**config.mk**
```make
export PLATFORM = sky130hd
export DESIGN_NAME = multimeter_frame_decoder_flat
export DESIGN_NICKNAME = d
export VERILOG_FILES = /design/src/rtl/core/mfd_pkg.sv /design/src/rtl/core/mfd_stream_if.sv /design/src/rtl/core/mfd_frame_store.sv /design/src/rtl/core/mfd_decode_stage.sv /design/src/rtl/core/multimeter_frame_decoder.sv /design/src/flat_wrapper.sv
export VERILOG_INCLUDE_DIRS = /design/src /design/src/rtl/core
export SDC_FILE = /design/constraint.sdc
export NUM_CORES = 1
export LEC_CHECK = 0
export BUFFER_PORTS_ARGS = -buffer_cell sky130_fd_sc_hd__buf_2
export CORE_ASPECT_RATIO = 0.8
export CORE_MARGIN = 2
export CORE_UTILIZATION = 60
export DETAILED_ROUTE_END_ITERATION = 10
export PLACE_DENSITY = 0.8
export SETUP_SLACK_MARGIN = 0.3
export SYNTH_ARGS = -nofsm -noshare
export SYNTH_HDL_FRONTEND = slang
export SYNTH_SLANG_ARGS = --single-unit
```
**constraint.sdc**
```tcl
create_clock -name i_clk -period 6.35 [get_ports i_clk]
set_input_delay 1.27 -clock i_clk [delete_from_list [all_inputs] [get_ports i_clk]]
set_output_delay 1.27 -clock i_clk [all_outputs]
set_load 0.05 [all_outputs]
```
**src/rtl/core/assert_macros.svh**
```systemverilog
// assertion macros shared by the decoder modules
`ifndef ASSERT_MACROS_SVH
`define ASSERT_MACROS_SVH

// property checked at every clock edge outside reset
`define ASSERT_ALWAYS(label, clk, rst_n, prop, msg) \
    label: assert property (@(posedge clk) disable iff (!rst_n) (prop)) else $error(msg);

// condition in one cycle implies a consequence in the next
`define ASSERT_NEXT(label, clk, rst_n, cond, cons, msg) \
    label: assert property (@(posedge clk) disable iff (!rst_n) (cond) |=> (cons)) \
        else $error(msg);

`endif

```
**src/rtl/core/mfd_pkg.sv**
```systemverilog
// package: types, codes and the frame decode function of the multimeter frame decoder
`default_nettype none

package mfd_pkg;

    // frame geometry
    localparam int KEPT_BYTES      = 7;
    localparam int KIDX_W          = $clog2(KEPT_BYTES);
    localparam int MAX_FRAME_BYTES = 16;

    localparam logic [7:0] NEWLINE_BYTE = 8'h0A;

    // function byte codes
    localparam logic [7:0] FN_VOLT  = 8'h3B;
    localparam logic [7:0] FN_UA    = 8'h3D;
    localparam logic [7:0] FN_MA    = 8'h39;
    localparam logic [7:0] FN_AMP   = 8'h3F;
    localparam logic [7:0] FN_OHM   = 8'h33;
    localparam logic [7:0] FN_CONT  = 8'h35;
    localparam logic [7:0] FN_DIODE = 8'h31;
    localparam logic [7:0] FN_FREQ  = 8'h32;
    localparam logic [7:0] FN_CAP   = 8'h36;
    localparam logic [7:0] FN_TEMP  = 8'h34;

    // status bits
    localparam int ST_OL_BIT    = 0;
    localparam int ST_SIGN_BIT  = 2;
    localparam int ST_JUDGE_BIT = 3;

    // frame positions
    localparam int POS_RANGE  = 0;
    localparam int POS_DIG1   = 1;
    localparam int POS_DIG2   = 2;
    localparam int POS_DIG3   = 3;
    localparam int POS_DIG4   = 4;
    localparam int POS_FUNC   = 5;
    localparam int POS_STATUS = 6;

    typedef enum logic [2:0] {
        PX_NONE  = 3'd0,
        PX_MILLI = 3'd1,
        PX_MICRO = 3'd2,
        PX_KILO  = 3'd3,
        PX_MEGA  = 3'd4,
        PX_NANO  = 3'd5
    } t_prefix;

    typedef enum logic [3:0] {
        UNIT_NONE = 4'd0,
        UNIT_VOLT = 4'd1,
        UNIT_AMP  = 4'd2,
        UNIT_OHM  = 4'd3,
        UNIT_HZ   = 4'd4,
        UNIT_RPM  = 4'd5,
        UNIT_FARAD = 4'd6,
        UNIT_DEGC = 4'd7,
        UNIT_DEGF = 4'd8
    } t_unit;

    typedef enum logic [3:0] {
        MODE_NONE  = 4'd0,
        MODE_VOLTS = 4'd1,
        MODE_AMPS  = 4'd2,
        MODE_RES   = 4'd3,
        MODE_CONT  = 4'd4,
        MODE_DIODE = 4'd5,
        MODE_FREQ  = 4'd6,
        MODE_RPM   = 4'd7,
        MODE_CAP   = 4'd8,
        MODE_TEMP  = 4'd9
    } t_mode;

    // channel payloads
    typedef struct packed {
        logic [7:0] rx_byte;
    } t_rx_item;

    typedef struct packed {
        logic signed [15:0] reading_value;
        logic [1:0]         decimal_places;
        logic               overload;
        logic [2:0]         prefix_code;
        logic [3:0]         unit_code;
        logic [3:0]         mode_code;
    } t_reading;

    // kept frame bytes, position 0 in the low byte
    typedef logic [KEPT_BYTES-1:0][7:0] t_frame;

    // status from the frame store towards the decode stage
    typedef struct packed {
        logic pending;
    } t_store_stat;

    // decode one frame; decimal_places carries the updated decimal count
    function automatic t_reading decode_frame(input t_frame fb, input logic [1:0] last_dec);
        t_reading   d;
        logic [3:0] r;
        logic [7:0] st;
        logic [14:0] mag;
        d = '0;
        r = fb[POS_RANGE][3:0];
        st = fb[POS_STATUS];
        d.decimal_places = last_dec;
        d.prefix_code    = PX_NONE;
        d.unit_code      = UNIT_NONE;
        d.mode_code      = MODE_NONE;
        d.overload       = st[ST_OL_BIT];

        // function and range tables
        case (fb[POS_FUNC])
            FN_VOLT: begin
                d.unit_code = UNIT_VOLT;
                d.mode_code = MODE_VOLTS;
                case (r)
                    4'd0: begin d.decimal_places = 2'd1; d.prefix_code = PX_MILLI; end
                    4'd1: d.decimal_places = 2'd3;
                    4'd2: d.decimal_places = 2'd2;
                    4'd3: d.decimal_places = 2'd1;
                    4'd4: d.decimal_places = 2'd0;
                    default: ;
                endcase
            end
            FN_UA: begin
                // micro-amp code reports milli, as the meter defines it
                d.unit_code   = UNIT_AMP;
                d.mode_code   = MODE_AMPS;
                d.prefix_code = PX_MILLI;
                case (r)
                    4'd0: d.decimal_places = 2'd2;
                    4'd1: d.decimal_places = 2'd1;
                    default: ;
                endcase
            end
            FN_MA: begin
                // milli-amp code reports micro
                d.unit_code   = UNIT_AMP;
                d.mode_code   = MODE_AMPS;
                d.prefix_code = PX_MICRO;
                case (r)
                    4'd0: d.decimal_places = 2'd1;
                    4'd1: d.decimal_places = 2'd0;
                    default: ;
                endcase
            end
            FN_AMP: begin
                d.unit_code = UNIT_AMP;
                d.mode_code = MODE_AMPS;
            end
            FN_OHM: begin
                d.unit_code = UNIT_OHM;
                d.mode_code = MODE_RES;
                case (r)
                    4'd0: d.decimal_places = 2'd1;
                    4'd1: begin d.decimal_places = 2'd3; d.prefix_code = PX_KILO; end
                    4'd2: begin d.decimal_places = 2'd2; d.prefix_code = PX_KILO; end
                    4'd3: begin d.decimal_places = 2'd1; d.prefix_code = PX_KILO; end
                    4'd4: begin d.decimal_places = 2'd3; d.prefix_code = PX_MEGA; end
                    4'd5: begin d.decimal_places = 2'd2; d.prefix_code = PX_MEGA; end
                    default: ;
                endcase
            end
            FN_CONT: begin
                d.unit_code      = UNIT_OHM;
                d.mode_code      = MODE_CONT;
                d.decimal_places = 2'd1;
            end
            FN_DIODE: begin
                d.unit_code      = UNIT_VOLT;
                d.mode_code      = MODE_DIODE;
                d.decimal_places = 2'd3;
            end
            FN_FREQ: begin
                if (st[ST_JUDGE_BIT]) begin
                    d.unit_code = UNIT_HZ;
                    d.mode_code = MODE_FREQ;
                    case (r)
                        4'd0: begin d.decimal_places = 2'd3; d.prefix_code = PX_KILO; end
                        4'd1: begin d.decimal_places = 2'd2; d.prefix_code = PX_KILO; end
                        4'd2: begin d.decimal_places = 2'd1; d.prefix_code = PX_KILO; end
                        4'd3: begin d.decimal_places = 2'd3; d.prefix_code = PX_MEGA; end
                        4'd4: begin d.decimal_places = 2'd2; d.prefix_code = PX_MEGA; end
                        4'd5: begin d.decimal_places = 2'd1; d.prefix_code = PX_MEGA; end
                        default: ;
                    endcase
                end else begin
                    d.unit_code = UNIT_RPM;
                    d.mode_code = MODE_RPM;
                    case (r)
                        4'd0: begin d.decimal_places = 2'd2; d.prefix_code = PX_KILO; end
                        4'd1: begin d.decimal_places = 2'd1; d.prefix_code = PX_KILO; end
                        4'd2: begin d.decimal_places = 2'd3; d.prefix_code = PX_MEGA; end
                        4'd3: begin d.decimal_places = 2'd2; d.prefix_code = PX_MEGA; end
                        4'd4: begin d.decimal_places = 2'd1; d.prefix_code = PX_MEGA; end
                        4'd5: begin d.decimal_places = 2'd0; d.prefix_code = PX_MEGA; end
                        default: ;
                    endcase
                end
            end
            FN_CAP: begin
                d.unit_code = UNIT_FARAD;
                d.mode_code = MODE_CAP;
                case (r)
                    4'd0: begin d.decimal_places = 2'd3; d.prefix_code = PX_NANO; end
                    4'd1: begin d.decimal_places = 2'd2; d.prefix_code = PX_NANO; end
                    4'd2: begin d.decimal_places = 2'd1; d.prefix_code = PX_NANO; end
                    4'd3: begin d.decimal_places = 2'd3; d.prefix_code = PX_MICRO; end
                    4'd4: begin d.decimal_places = 2'd2; d.prefix_code = PX_MICRO; end
                    4'd5: begin d.decimal_places = 2'd1; d.prefix_code = PX_MICRO; end
                    4'd6: begin d.decimal_places = 2'd3; d.prefix_code = PX_MILLI; end
                    4'd7: begin d.decimal_places = 2'd2; d.prefix_code = PX_MILLI; end
                    default: ;
                endcase
            end
            FN_TEMP: begin
                d.mode_code = MODE_TEMP;
                d.unit_code = st[ST_JUDGE_BIT] ? UNIT_DEGC : UNIT_DEGF;
            end
            default: ;
        endcase

        // weighted digit sum, then sign
        mag = 15'(fb[POS_DIG1][3:0]) * 15'd1000
            + 15'(fb[POS_DIG2][3:0]) * 15'd100
            + 15'(fb[POS_DIG3][3:0]) * 15'd10
            + 15'(fb[POS_DIG4][3:0]);
        d.reading_value = st[ST_SIGN_BIT] ? -$signed({1'b0, mag}) : $signed({1'b0, mag});
        return d;
    endfunction

endpackage

`default_nettype wire

```
**src/rtl/core/mfd_stream_if.sv**
```systemverilog
// valid/ready channel interface carrying one item of type T
`default_nettype none

interface mfd_stream_if #(
    parameter type T = logic
) ();
    logic valid;
    logic ready;
    T     data;

    modport source (output valid, output data, input ready);
    modport sink   (input valid, input data, output ready);
endinterface

`default_nettype wire

```
**src/rtl/core/mfd_frame_store.sv**
```systemverilog
// frame store: keeps frame bytes and position, flags a complete frame for decode
`default_nettype none

`include "assert_macros.svh"

module mfd_frame_store import mfd_pkg::*; #(
    parameter int P_MAX_FRAME_BYTES = MAX_FRAME_BYTES
) (
    input  wire logic        i_clk,
    input  wire logic        i_rst_n,
    mfd_stream_if.sink       i_rx,
    input  wire logic        i_out_free,
    output t_store_stat      o_stat,
    output t_frame           o_frame
);
    localparam int PW = $clog2(P_MAX_FRAME_BYTES);

    t_frame        r_frame, n_frame;
    logic [PW-1:0] r_pos,   n_pos;
    logic          r_pend,  n_pend;
    logic          w_accept;
    logic          w_end;

    // a pending frame blocks new bytes until the decode stage takes it
    assign i_rx.ready = !r_pend || i_out_free;
    assign w_accept   = i_rx.valid && i_rx.ready;
    assign w_end      = (i_rx.data.rx_byte == NEWLINE_BYTE)
                     || (r_pos == PW'(P_MAX_FRAME_BYTES - 1));

    // store, position and pending flag
    always_comb begin
        n_frame = r_frame;
        n_pos   = r_pos;
        n_pend  = r_pend && !i_out_free;
        if (w_accept) begin
            if (r_pos < PW'(KEPT_BYTES)) begin
                n_frame[r_pos[KIDX_W-1:0]] = i_rx.data.rx_byte;
            end
            n_pos  = w_end ? '0 : r_pos + PW'(1);
            n_pend = w_end;
        end
    end

    always_ff @(posedge i_clk) begin
        if (!i_rst_n) begin
            r_frame <= '0;
            r_pos   <= '0;
            r_pend  <= 1'b0;
        end else begin
            r_frame <= n_frame;
            r_pos   <= n_pos;
            r_pend  <= n_pend;
        end
    end

    assign o_stat.pending = r_pend;
    assign o_frame        = r_frame;

    // checks
    `ASSERT_NEXT(a_pend_holds, i_clk, i_rst_n, r_pend && !i_out_free,
        r_pend && $stable(r_pos) && $stable(r_frame), "pending frame changed while stalled")
    `ASSERT_NEXT(a_newline_ends, i_clk, i_rst_n,
        w_accept && (i_rx.data.rx_byte == NEWLINE_BYTE),
        r_pend && (r_pos == '0), "newline did not end the frame")
    `ASSERT_NEXT(a_limit_ends, i_clk, i_rst_n,
        w_accept && (r_pos == PW'(P_MAX_FRAME_BYTES - 1)),
        r_pend && (r_pos == '0), "byte limit did not end the frame")
endmodule

`default_nettype wire

```
**src/rtl/core/mfd_decode_stage.sv**
```systemverilog
// decode stage: frame decode, decimal count, mode enable and result register
`default_nettype none

`include "assert_macros.svh"

module mfd_decode_stage import mfd_pkg::*; (
    input  wire logic        i_clk,
    input  wire logic        i_rst_n,
    input  wire logic        i_cfg_we,
    input  wire logic        i_cfg_wdata,
    input  wire t_store_stat i_stat,
    input  wire t_frame      i_frame,
    output logic             o_out_free,
    mfd_stream_if.source     o_reading
);
    logic       r_mode_en;
    logic [1:0] r_dec;
    logic       r_valid, n_valid;
    t_reading   r_out;
    t_reading   w_dec;
    logic       w_take;

    // result register frees when empty or being taken
    assign o_out_free = !r_valid || o_reading.ready;
    assign w_take     = i_stat.pending && o_out_free;

    // decode, mode code masked unless enabled
    always_comb begin
        w_dec = decode_frame(i_frame, r_dec);
        if (!r_mode_en) begin
            w_dec.mode_code = MODE_NONE;
        end
    end

    always_comb begin
        n_valid = w_take || (r_valid && !o_reading.ready);
    end

    // control registers
    always_ff @(posedge i_clk) begin
        if (!i_rst_n) begin
            r_mode_en <= 1'b0;
            r_dec     <= 2'd0;
            r_valid   <= 1'b0;
        end else begin
            if (i_cfg_we) begin
                r_mode_en <= i_cfg_wdata;
            end
            if (w_take) begin
                r_dec <= w_dec.decimal_places;
            end
            r_valid <= n_valid;
        end
    end

    // result payload
    always_ff @(posedge i_clk) begin
        if (w_take) begin
            r_out <= w_dec;
        end
    end

    assign o_reading.valid = r_valid;
    assign o_reading.data  = r_out;

    // checks
    `ASSERT_NEXT(a_take_loads, i_clk, i_rst_n, w_take, r_valid,
        "decoded frame not presented")
    `ASSERT_NEXT(a_dec_stable, i_clk, i_rst_n, !w_take, $stable(r_dec),
        "decimal count changed without a frame")
    `ASSERT_NEXT(a_dec_matches, i_clk, i_rst_n, w_take, r_out.decimal_places == r_dec,
        "reported decimals differ from held count")
endmodule

`default_nettype wire

```
**src/rtl/core/multimeter_frame_decoder.sv**
```systemverilog
// top level of the multimeter serial frame decoder
//
//  channel    dir  payload                                      handshake
//  i_rx       in   rx_byte[7:0]                                 valid/ready
//  o_reading  out  reading_value, decimal_places, overload,     valid/ready
//                  prefix_code, unit_code, mode_code
//  i_cfg_*    in   mode enable (i_cfg_wdata)                    write enable
//
//  one byte is taken per cycle unless a finished frame waits on a held reading;
//  a frame-ending byte loads the frame store, from which its reading is registered
//  the decode itself is one pass of table logic and a constant-weight digit sum
//  synchronous active-low reset clears the kept bytes, position, decimal count
//  and the mode enable; no clearing pass
//  while a reading is stalled, bytes that do not end a frame are still taken;
//  a second frame end waits in the frame store and holds off input
`default_nettype none

module multimeter_frame_decoder import mfd_pkg::*; #(
    parameter int P_MAX_FRAME_BYTES = MAX_FRAME_BYTES
) (
    input  wire logic        i_clk,
    input  wire logic        i_rst_n,
    input  wire logic        i_cfg_we,
    input  wire logic        i_cfg_wdata,
    mfd_stream_if.sink       i_rx,
    mfd_stream_if.source     o_reading
);
    t_store_stat w_stat;
    t_frame      w_frame;
    logic        w_out_free;

    // byte capture and frame end detection
    mfd_frame_store #(
        .P_MAX_FRAME_BYTES (P_MAX_FRAME_BYTES)
    ) u_store (
        .i_clk      (i_clk),
        .i_rst_n    (i_rst_n),
        .i_rx       (i_rx),
        .i_out_free (w_out_free),
        .o_stat     (w_stat),
        .o_frame    (w_frame)
    );

    // reading decode and result register
    mfd_decode_stage u_decode (
        .i_clk       (i_clk),
        .i_rst_n     (i_rst_n),
        .i_cfg_we    (i_cfg_we),
        .i_cfg_wdata (i_cfg_wdata),
        .i_stat      (w_stat),
        .i_frame     (w_frame),
        .o_out_free  (w_out_free),
        .o_reading   (o_reading)
    );
endmodule

`default_nettype wire

```
**src/flat_wrapper.sv**
```systemverilog
// flat-port wrapper written by rule: the top's interface ports become plain ports
module multimeter_frame_decoder_flat import mfd_pkg::*;
#(
    parameter int P_MAX_FRAME_BYTES = MAX_FRAME_BYTES
)
  (i_clk, i_rst_n, i_cfg_we, i_cfg_wdata, i_rx_valid, i_rx_data, i_rx_ready, o_reading_valid, o_reading_data, o_reading_ready);
  mfd_stream_if #(.T(t_rx_item)) i_rx_i ();
  mfd_stream_if #(.T(t_reading)) o_reading_i ();
  input  wire logic i_clk;
  input  wire logic i_rst_n;
  input  wire logic i_cfg_we;
  input  wire logic i_cfg_wdata;
  input wire logic [$bits(i_rx_i.valid)-1:0] i_rx_valid;
  input wire logic [$bits(i_rx_i.data)-1:0] i_rx_data;
  output wire logic [$bits(i_rx_i.ready)-1:0] i_rx_ready;
  output wire logic [$bits(o_reading_i.valid)-1:0] o_reading_valid;
  output wire logic [$bits(o_reading_i.data)-1:0] o_reading_data;
  input wire logic [$bits(o_reading_i.ready)-1:0] o_reading_ready;
  assign i_rx_i.valid = i_rx_valid;
  assign i_rx_i.data = i_rx_data;
  assign i_rx_ready = i_rx_i.ready;
  assign o_reading_valid = o_reading_i.valid;
  assign o_reading_data = o_reading_i.data;
  assign o_reading_i.ready = o_reading_ready;
  multimeter_frame_decoder #(.P_MAX_FRAME_BYTES(P_MAX_FRAME_BYTES)) u_core (.i_clk(i_clk), .i_rst_n(i_rst_n), .i_cfg_we(i_cfg_we), .i_cfg_wdata(i_cfg_wdata), .i_rx(i_rx_i), .o_reading(o_reading_i));
endmodule
```
# Word level (Yosys, flattened, before mapping)
# Cells that the tools add are included.
word_totals:
  ff_bits: 95
  out_inout_bits: 32
  elab_cells: 101
op_classes:
  add_sub_neg: 5
  multipliers: 3
  magnitude_cmp: 3
  n_eq_ne: 19
  n_mux: 24
  n_reduce_logical: 28
ops:
  columns: ["operator", "n"]
  rows:
  - ["8-bit by 6-bit == test with 1-bit output, second input constant", 10]
  - ["8-bit case mux with 8 select lines", 1]
  - ["56-bit bitwise mux", 1]
  - ["8-bit demux with 3-bit select", 1]
  - ["2-bit case mux with 3 select lines", 3]
  - ["3-bit case mux with 2 select lines", 3]
  - ["3-bit case mux with 6 select lines", 1]
  - ["3-bit OR reduction", 6]
  - ["4-bit by 3-bit == test with 1-bit output, second input constant", 4]
  - ["15-bit negation with 16-bit output", 1]
  - ["2-bit case mux with 4 select lines", 2]
  - ["2-bit case mux with 8 select lines", 1]
  - ["14-bit by 11-bit adder with 15-bit output", 1]
  - ["15-bit by 4-bit adder with 15-bit output", 1]
  - ["15-bit by 8-bit adder with 15-bit output", 1]
  - ["15-bit two-way mux", 1]
  - ["2-bit OR reduction", 6]
  - ["4-bit by 7-bit multiplier with 11-bit output, second input constant", 1]
  - ["11-bit two-way mux", 1]
  - ["4-bit by 5-bit multiplier with 9-bit output, second input constant", 1]
  - ["3-bit case mux with 3 select lines", 1]
  - ["4-bit by 2-bit == test with 1-bit output, second input constant", 2]
  - ["8-bit by 4-bit == test with 1-bit output, second input constant", 1]
  - ["4-bit two-way mux", 2]
  - ["other kinds (17)", 29]

# Longest topological paths before layout
depth:
  ltp_word: 6
  mapped_depth: 19

# By module
# From an unflattened synthesis, not the netlist that was laid out.
hier_totals:
  hier_cells: 648
  hier_area_um2: 6212.2
by_module_without_submodules:
  columns: ["mod", "instances", "cells_per_inst", "area_each_um2", "seq_area_each_um2"]
  rows:
  - ["mfd_decode_stage", 1, 403, 3744.8, 980.9]
  - ["mfd_frame_store", 1, 245, 2467.4, 1221.2]

# Worst setup path before layout
# Ideal clock, no wire load.
synth_path:
  path_kind: "reg2reg"
  start: "register u_core.u_store.r_frame (netlist bit u_core.u_store.o_frame[10])"
  end: "register u_core.u_decode.r_out (netlist bit u_core.u_decode.o_reading.data[28]) (data pin)"
  setup_ns: 0.257
  arrival_ns: 4.660
  required_time_ns: 6.093
  slack_ns: 1.433
  stages_incl_launch_ff: 20
  n_path_buf: 0
  period_less_slack_ns: 4.917
  cell_sequence: "dfxtp_1 fa_1 inv_1 fa_1 inv_1 ha_1 nor2b_1 o21ai_0 nand2b_1 xnor2_1 ha_1 ha_1 ha_1 a21oi_1 o31ai_1 o21bai_1 xnor2_1 nand4_1 or3_1 a32o_1"
synth_rtl:
  columns: ["element", "line", "rtl"]
  rows:
  - ["start, declared", "mfd_frame_store.sv:18", "t_frame r_frame, n_frame;"]
  - ["start signal, assigned", "mfd_frame_store.sv:50", "r_frame <= n_frame;"]
  - ["end signal, assigned", "mfd_decode_stage.sv:59", "r_out <= w_dec;"]
  - ["end, declared", "mfd_decode_stage.sv:19", "t_reading r_out;"]

==> run_results.csv <==
group,metric,value,unit
run_status,status,"completed",
grt,antenna_found_initial,0,
synth,synth_largest_area_cell,"edfxtp_1",
placement,routabilityCongestion,0.926,
pwr,comb_power_share,17.9,%
critical_path,crit_family,"adder cells",
sta,post-route-min-period,5400,ps
cts,htreeDepth,3,
floorplanning,io_pins,46,
floorplanning,die_y,88.3,um
final_layout,area_growth_syn_to_layout,9.82,%
grt,grt_usage,26.3,%
routing,drc_errors,0,
sta,relSlewSlack,20.7,%
sta,setup-tns-final,0,ps
cts,clkTransAtPathRegs,90,ps
routing,via_count,4242,
synth,synth_cell_types,67,
sta,setup_viol,0,
floorplanning,die_w,109,um
synth,synth_top_area_share,16.9,%
pwr,leakage,2.46,nW
cts,cts_made_buffers,9,
critical_path,worstPathMaxFanout,7,
synth,seq_area_frac_synth,31.9,%
routing,final_antenna_net_count,0,
critical_path,crit_top_cell,"ha_1",
critical_path,required,6480,ps
floorplanning,dieArea,9650,sq um
final_layout,regArea,1700,sq um
pwr,netSwitchingFraction,29.3,%
final_layout,n_antenna_cell,0,
critical_path,cp-start-kind,"flop",
cts,clock_sinks,70,
routing,wl_per_cell,16.0,um
synth,syn-num-nets,656,
final_layout,layout_commonest_cell,"ha_1",
synth,synth-seq-cells,70,
final_layout,most-common-layout-cells,"ha_1 (54), inv_1 (47), buf_2 (45)",
placement,place_hpwl,8720,um
synth,synth_edf_count,30,
placement,port-buffer-count,45,
final_layout,drive_gt1_share,14.0,%
worst_hold_path,hp-class,"reg -> reg",
floorplanning,std_cell_rows,30,
critical_path,critPathArrivalTime,5530,ps
final_layout,final_nets,689,
grt,grt_pass1_wl,19700,um
synth,ys_async_sr_fraction,0,%
cts,cts_hold_buf,0,
final_layout,final_util,68.3,%
sta,rsz0062_at_grt,"no",
floorplanning,core,8560,sq um
cts,tritoncts,"yes",
routing,drt_iter0_markers,229,
floorplanning,start_util,62.2,%
synth,synth_ff_type,"dfxtp_1",
cts,clock_latency,360,ps
synth,ys_warn_count,0,
final_layout,multi_input_area,3350,sq um
critical_path,critPathMaxStageDelay,610,ps
cts,clockBufferDepth,2,
pwr,p_int,782,uW
pwr,vdd_drop_max,130,uV
critical_path,setup.worst_path.end_class,"flop",
critical_path,crit_type,"reg -> reg",
final_layout,n_fill_cell,690,
synth,netlist_instances,571,
pwr,seq_power_share,44.3,%
routing,drt-total-wl,11600,um
sta,worst_clock_skew,17.9,ps
cts,cts-resized-gates,0,
cts,cts_root_buffer,"clkbuf_8",
critical_path,cp.buffers_inverters,3,
cts,postCtsSetupRepairBufs,0,
sta,hold_viol,0,
synth,synth_area,5330,sq um
critical_path,critPathSlowestCell,"fa_1",
pwr,p_sw,325,uW
pwr,pwr-share-clk,37.8,%
pwr,power.density,189,nW/um^2
sta,slew_violations,0,
critical_path,crit_chain,"fa_1 > inv_1 > fa_1 > inv_1 > ha_1 > nor2b_1 > o21ai_0 > nand2b_1 > xnor2_1 > ha_1 > ha_1 > ha_1 > inv_1 > nor3_1 > a221o_1 > a211oi_2 > nand4_1 > or3_1 > a32o_1",
synth,avgSynthCellArea,9.33,sq um
synth,synth.top_cells.by_area,"edfxtp_1 (17%), dfxtp_1 (15%), ha_1 (13%)",
routing,vias_per_cell,5.88,
routing,firstDrtPassIters,4,
grt,first_global_vias,4029,
sta,fin_crit_sh,85.0,%
job,drv_cap,0,
sta,worstMarginPinSlew,1190,ps
grt,grt_max_degree,39,
grt,grt_remaining_overflow,0,
sta,fmax,185,MHz
## per-stage QoR
step                      setup WS [ps]  power [mW]  area [sq um]  cells  hold WS, ps
after detailed placement           1040       0.693          5620    705          437
final                               950        1.11          5850    721          451
after floorplan                    1430       0.650          5330    571          408
after CTS                           995        1.11          5850    721          457
after global routing                686        1.16          5850    721          476
after global placement             1260       0.686          5620    705          417
## cell usage after synthesis, drive strengths merged (22+ instances only)
cell,instances
nor2,31
ha,54
inv,48
dfxtp,40
mux2i,28
clkbuf,23
a21oi,35
nor3,22
nor2b,37
o21ai,22
nand2,36
edfxtp,30
xnor2,29
## per-layer routing
layer / part of all wire [%] / global-route usage [%] / vias up
met5: 0 / 0 / -
met4: 1.2 / 7.36 / 0
met3: 6.0 / 4.42 / 14
met2: 43 / 38.5 / 133
met1: 50 / 40.1 / 2021
li1: - / - / 2074
## final cells by class
class,instances,area share [%]
Tap cell,112,2.40
Clock inverter,7,1.75
Sequential cell,70,29.1
Inverter,48,3.08
Clock buffer,9,2.12
Timing Repair Buffer,48,4.24
Multi-Input combinational cell,427,57.3
## power by group through the flow
stage	logic, mW	registers [mW]	clock network (mW)
global route	0.225	0.492	0.444
detailed placement	0.193	0.501	0
finish	0.198	0.490	0.419
CTS	0.196	0.490	0.424
floorplan	0.158	0.492	0
global placement	0.186	0.500	0
## cell families (layout without fill, tap and decap cells)
kind of cell	Yosys count	count (layout)	synth area share (%)
compound gates	102	102	13.1
xor+xnor	33	33	5.57
fa+ha+maj	71	71	19.1
buf+inv	74	112	5.26
flops	70	70	31.9
mux	29	29	5.47
simple gates	192	192	19.6
## worst paths after layout
check	from	end	slack, ps	cells after the start
worst max-delay path	u_core.u_store.o_frame[10]$_SDFFE_PN0P_	u_core.u_decode.o_reading.data[28]$_DFFE_PP_	950	19
worst min-delay path	u_core.u_store.o_frame[48]$_SDFFE_PN0P_	u_core.u_decode.o_reading.data[11]$_DFFE_PP_	450	0
worst max register to register	u_core.u_store.o_frame[10]$_SDFFE_PN0P_	u_core.u_decode.o_reading.data[28]$_DFFE_PP_	950	19
worst min register to register	u_core.u_store.o_frame[48]$_SDFFE_PN0P_	u_core.u_decode.o_reading.data[11]$_DFFE_PP_	450	0
## registers in the layout, indices dropped and copies added (netlist names)
register                         cells
u_core.u_store.o_frame              31
u_core.u_decode.o_reading.data      30
u_core.u_store.r_pos                 4
u_core.u_decode.r_dec                2
u_core.u_decode.o_reading.valid      1
u_core.u_decode.r_mode_en            1
u_core.u_store.o_stat                1
(Power assumes the default switching activity.)
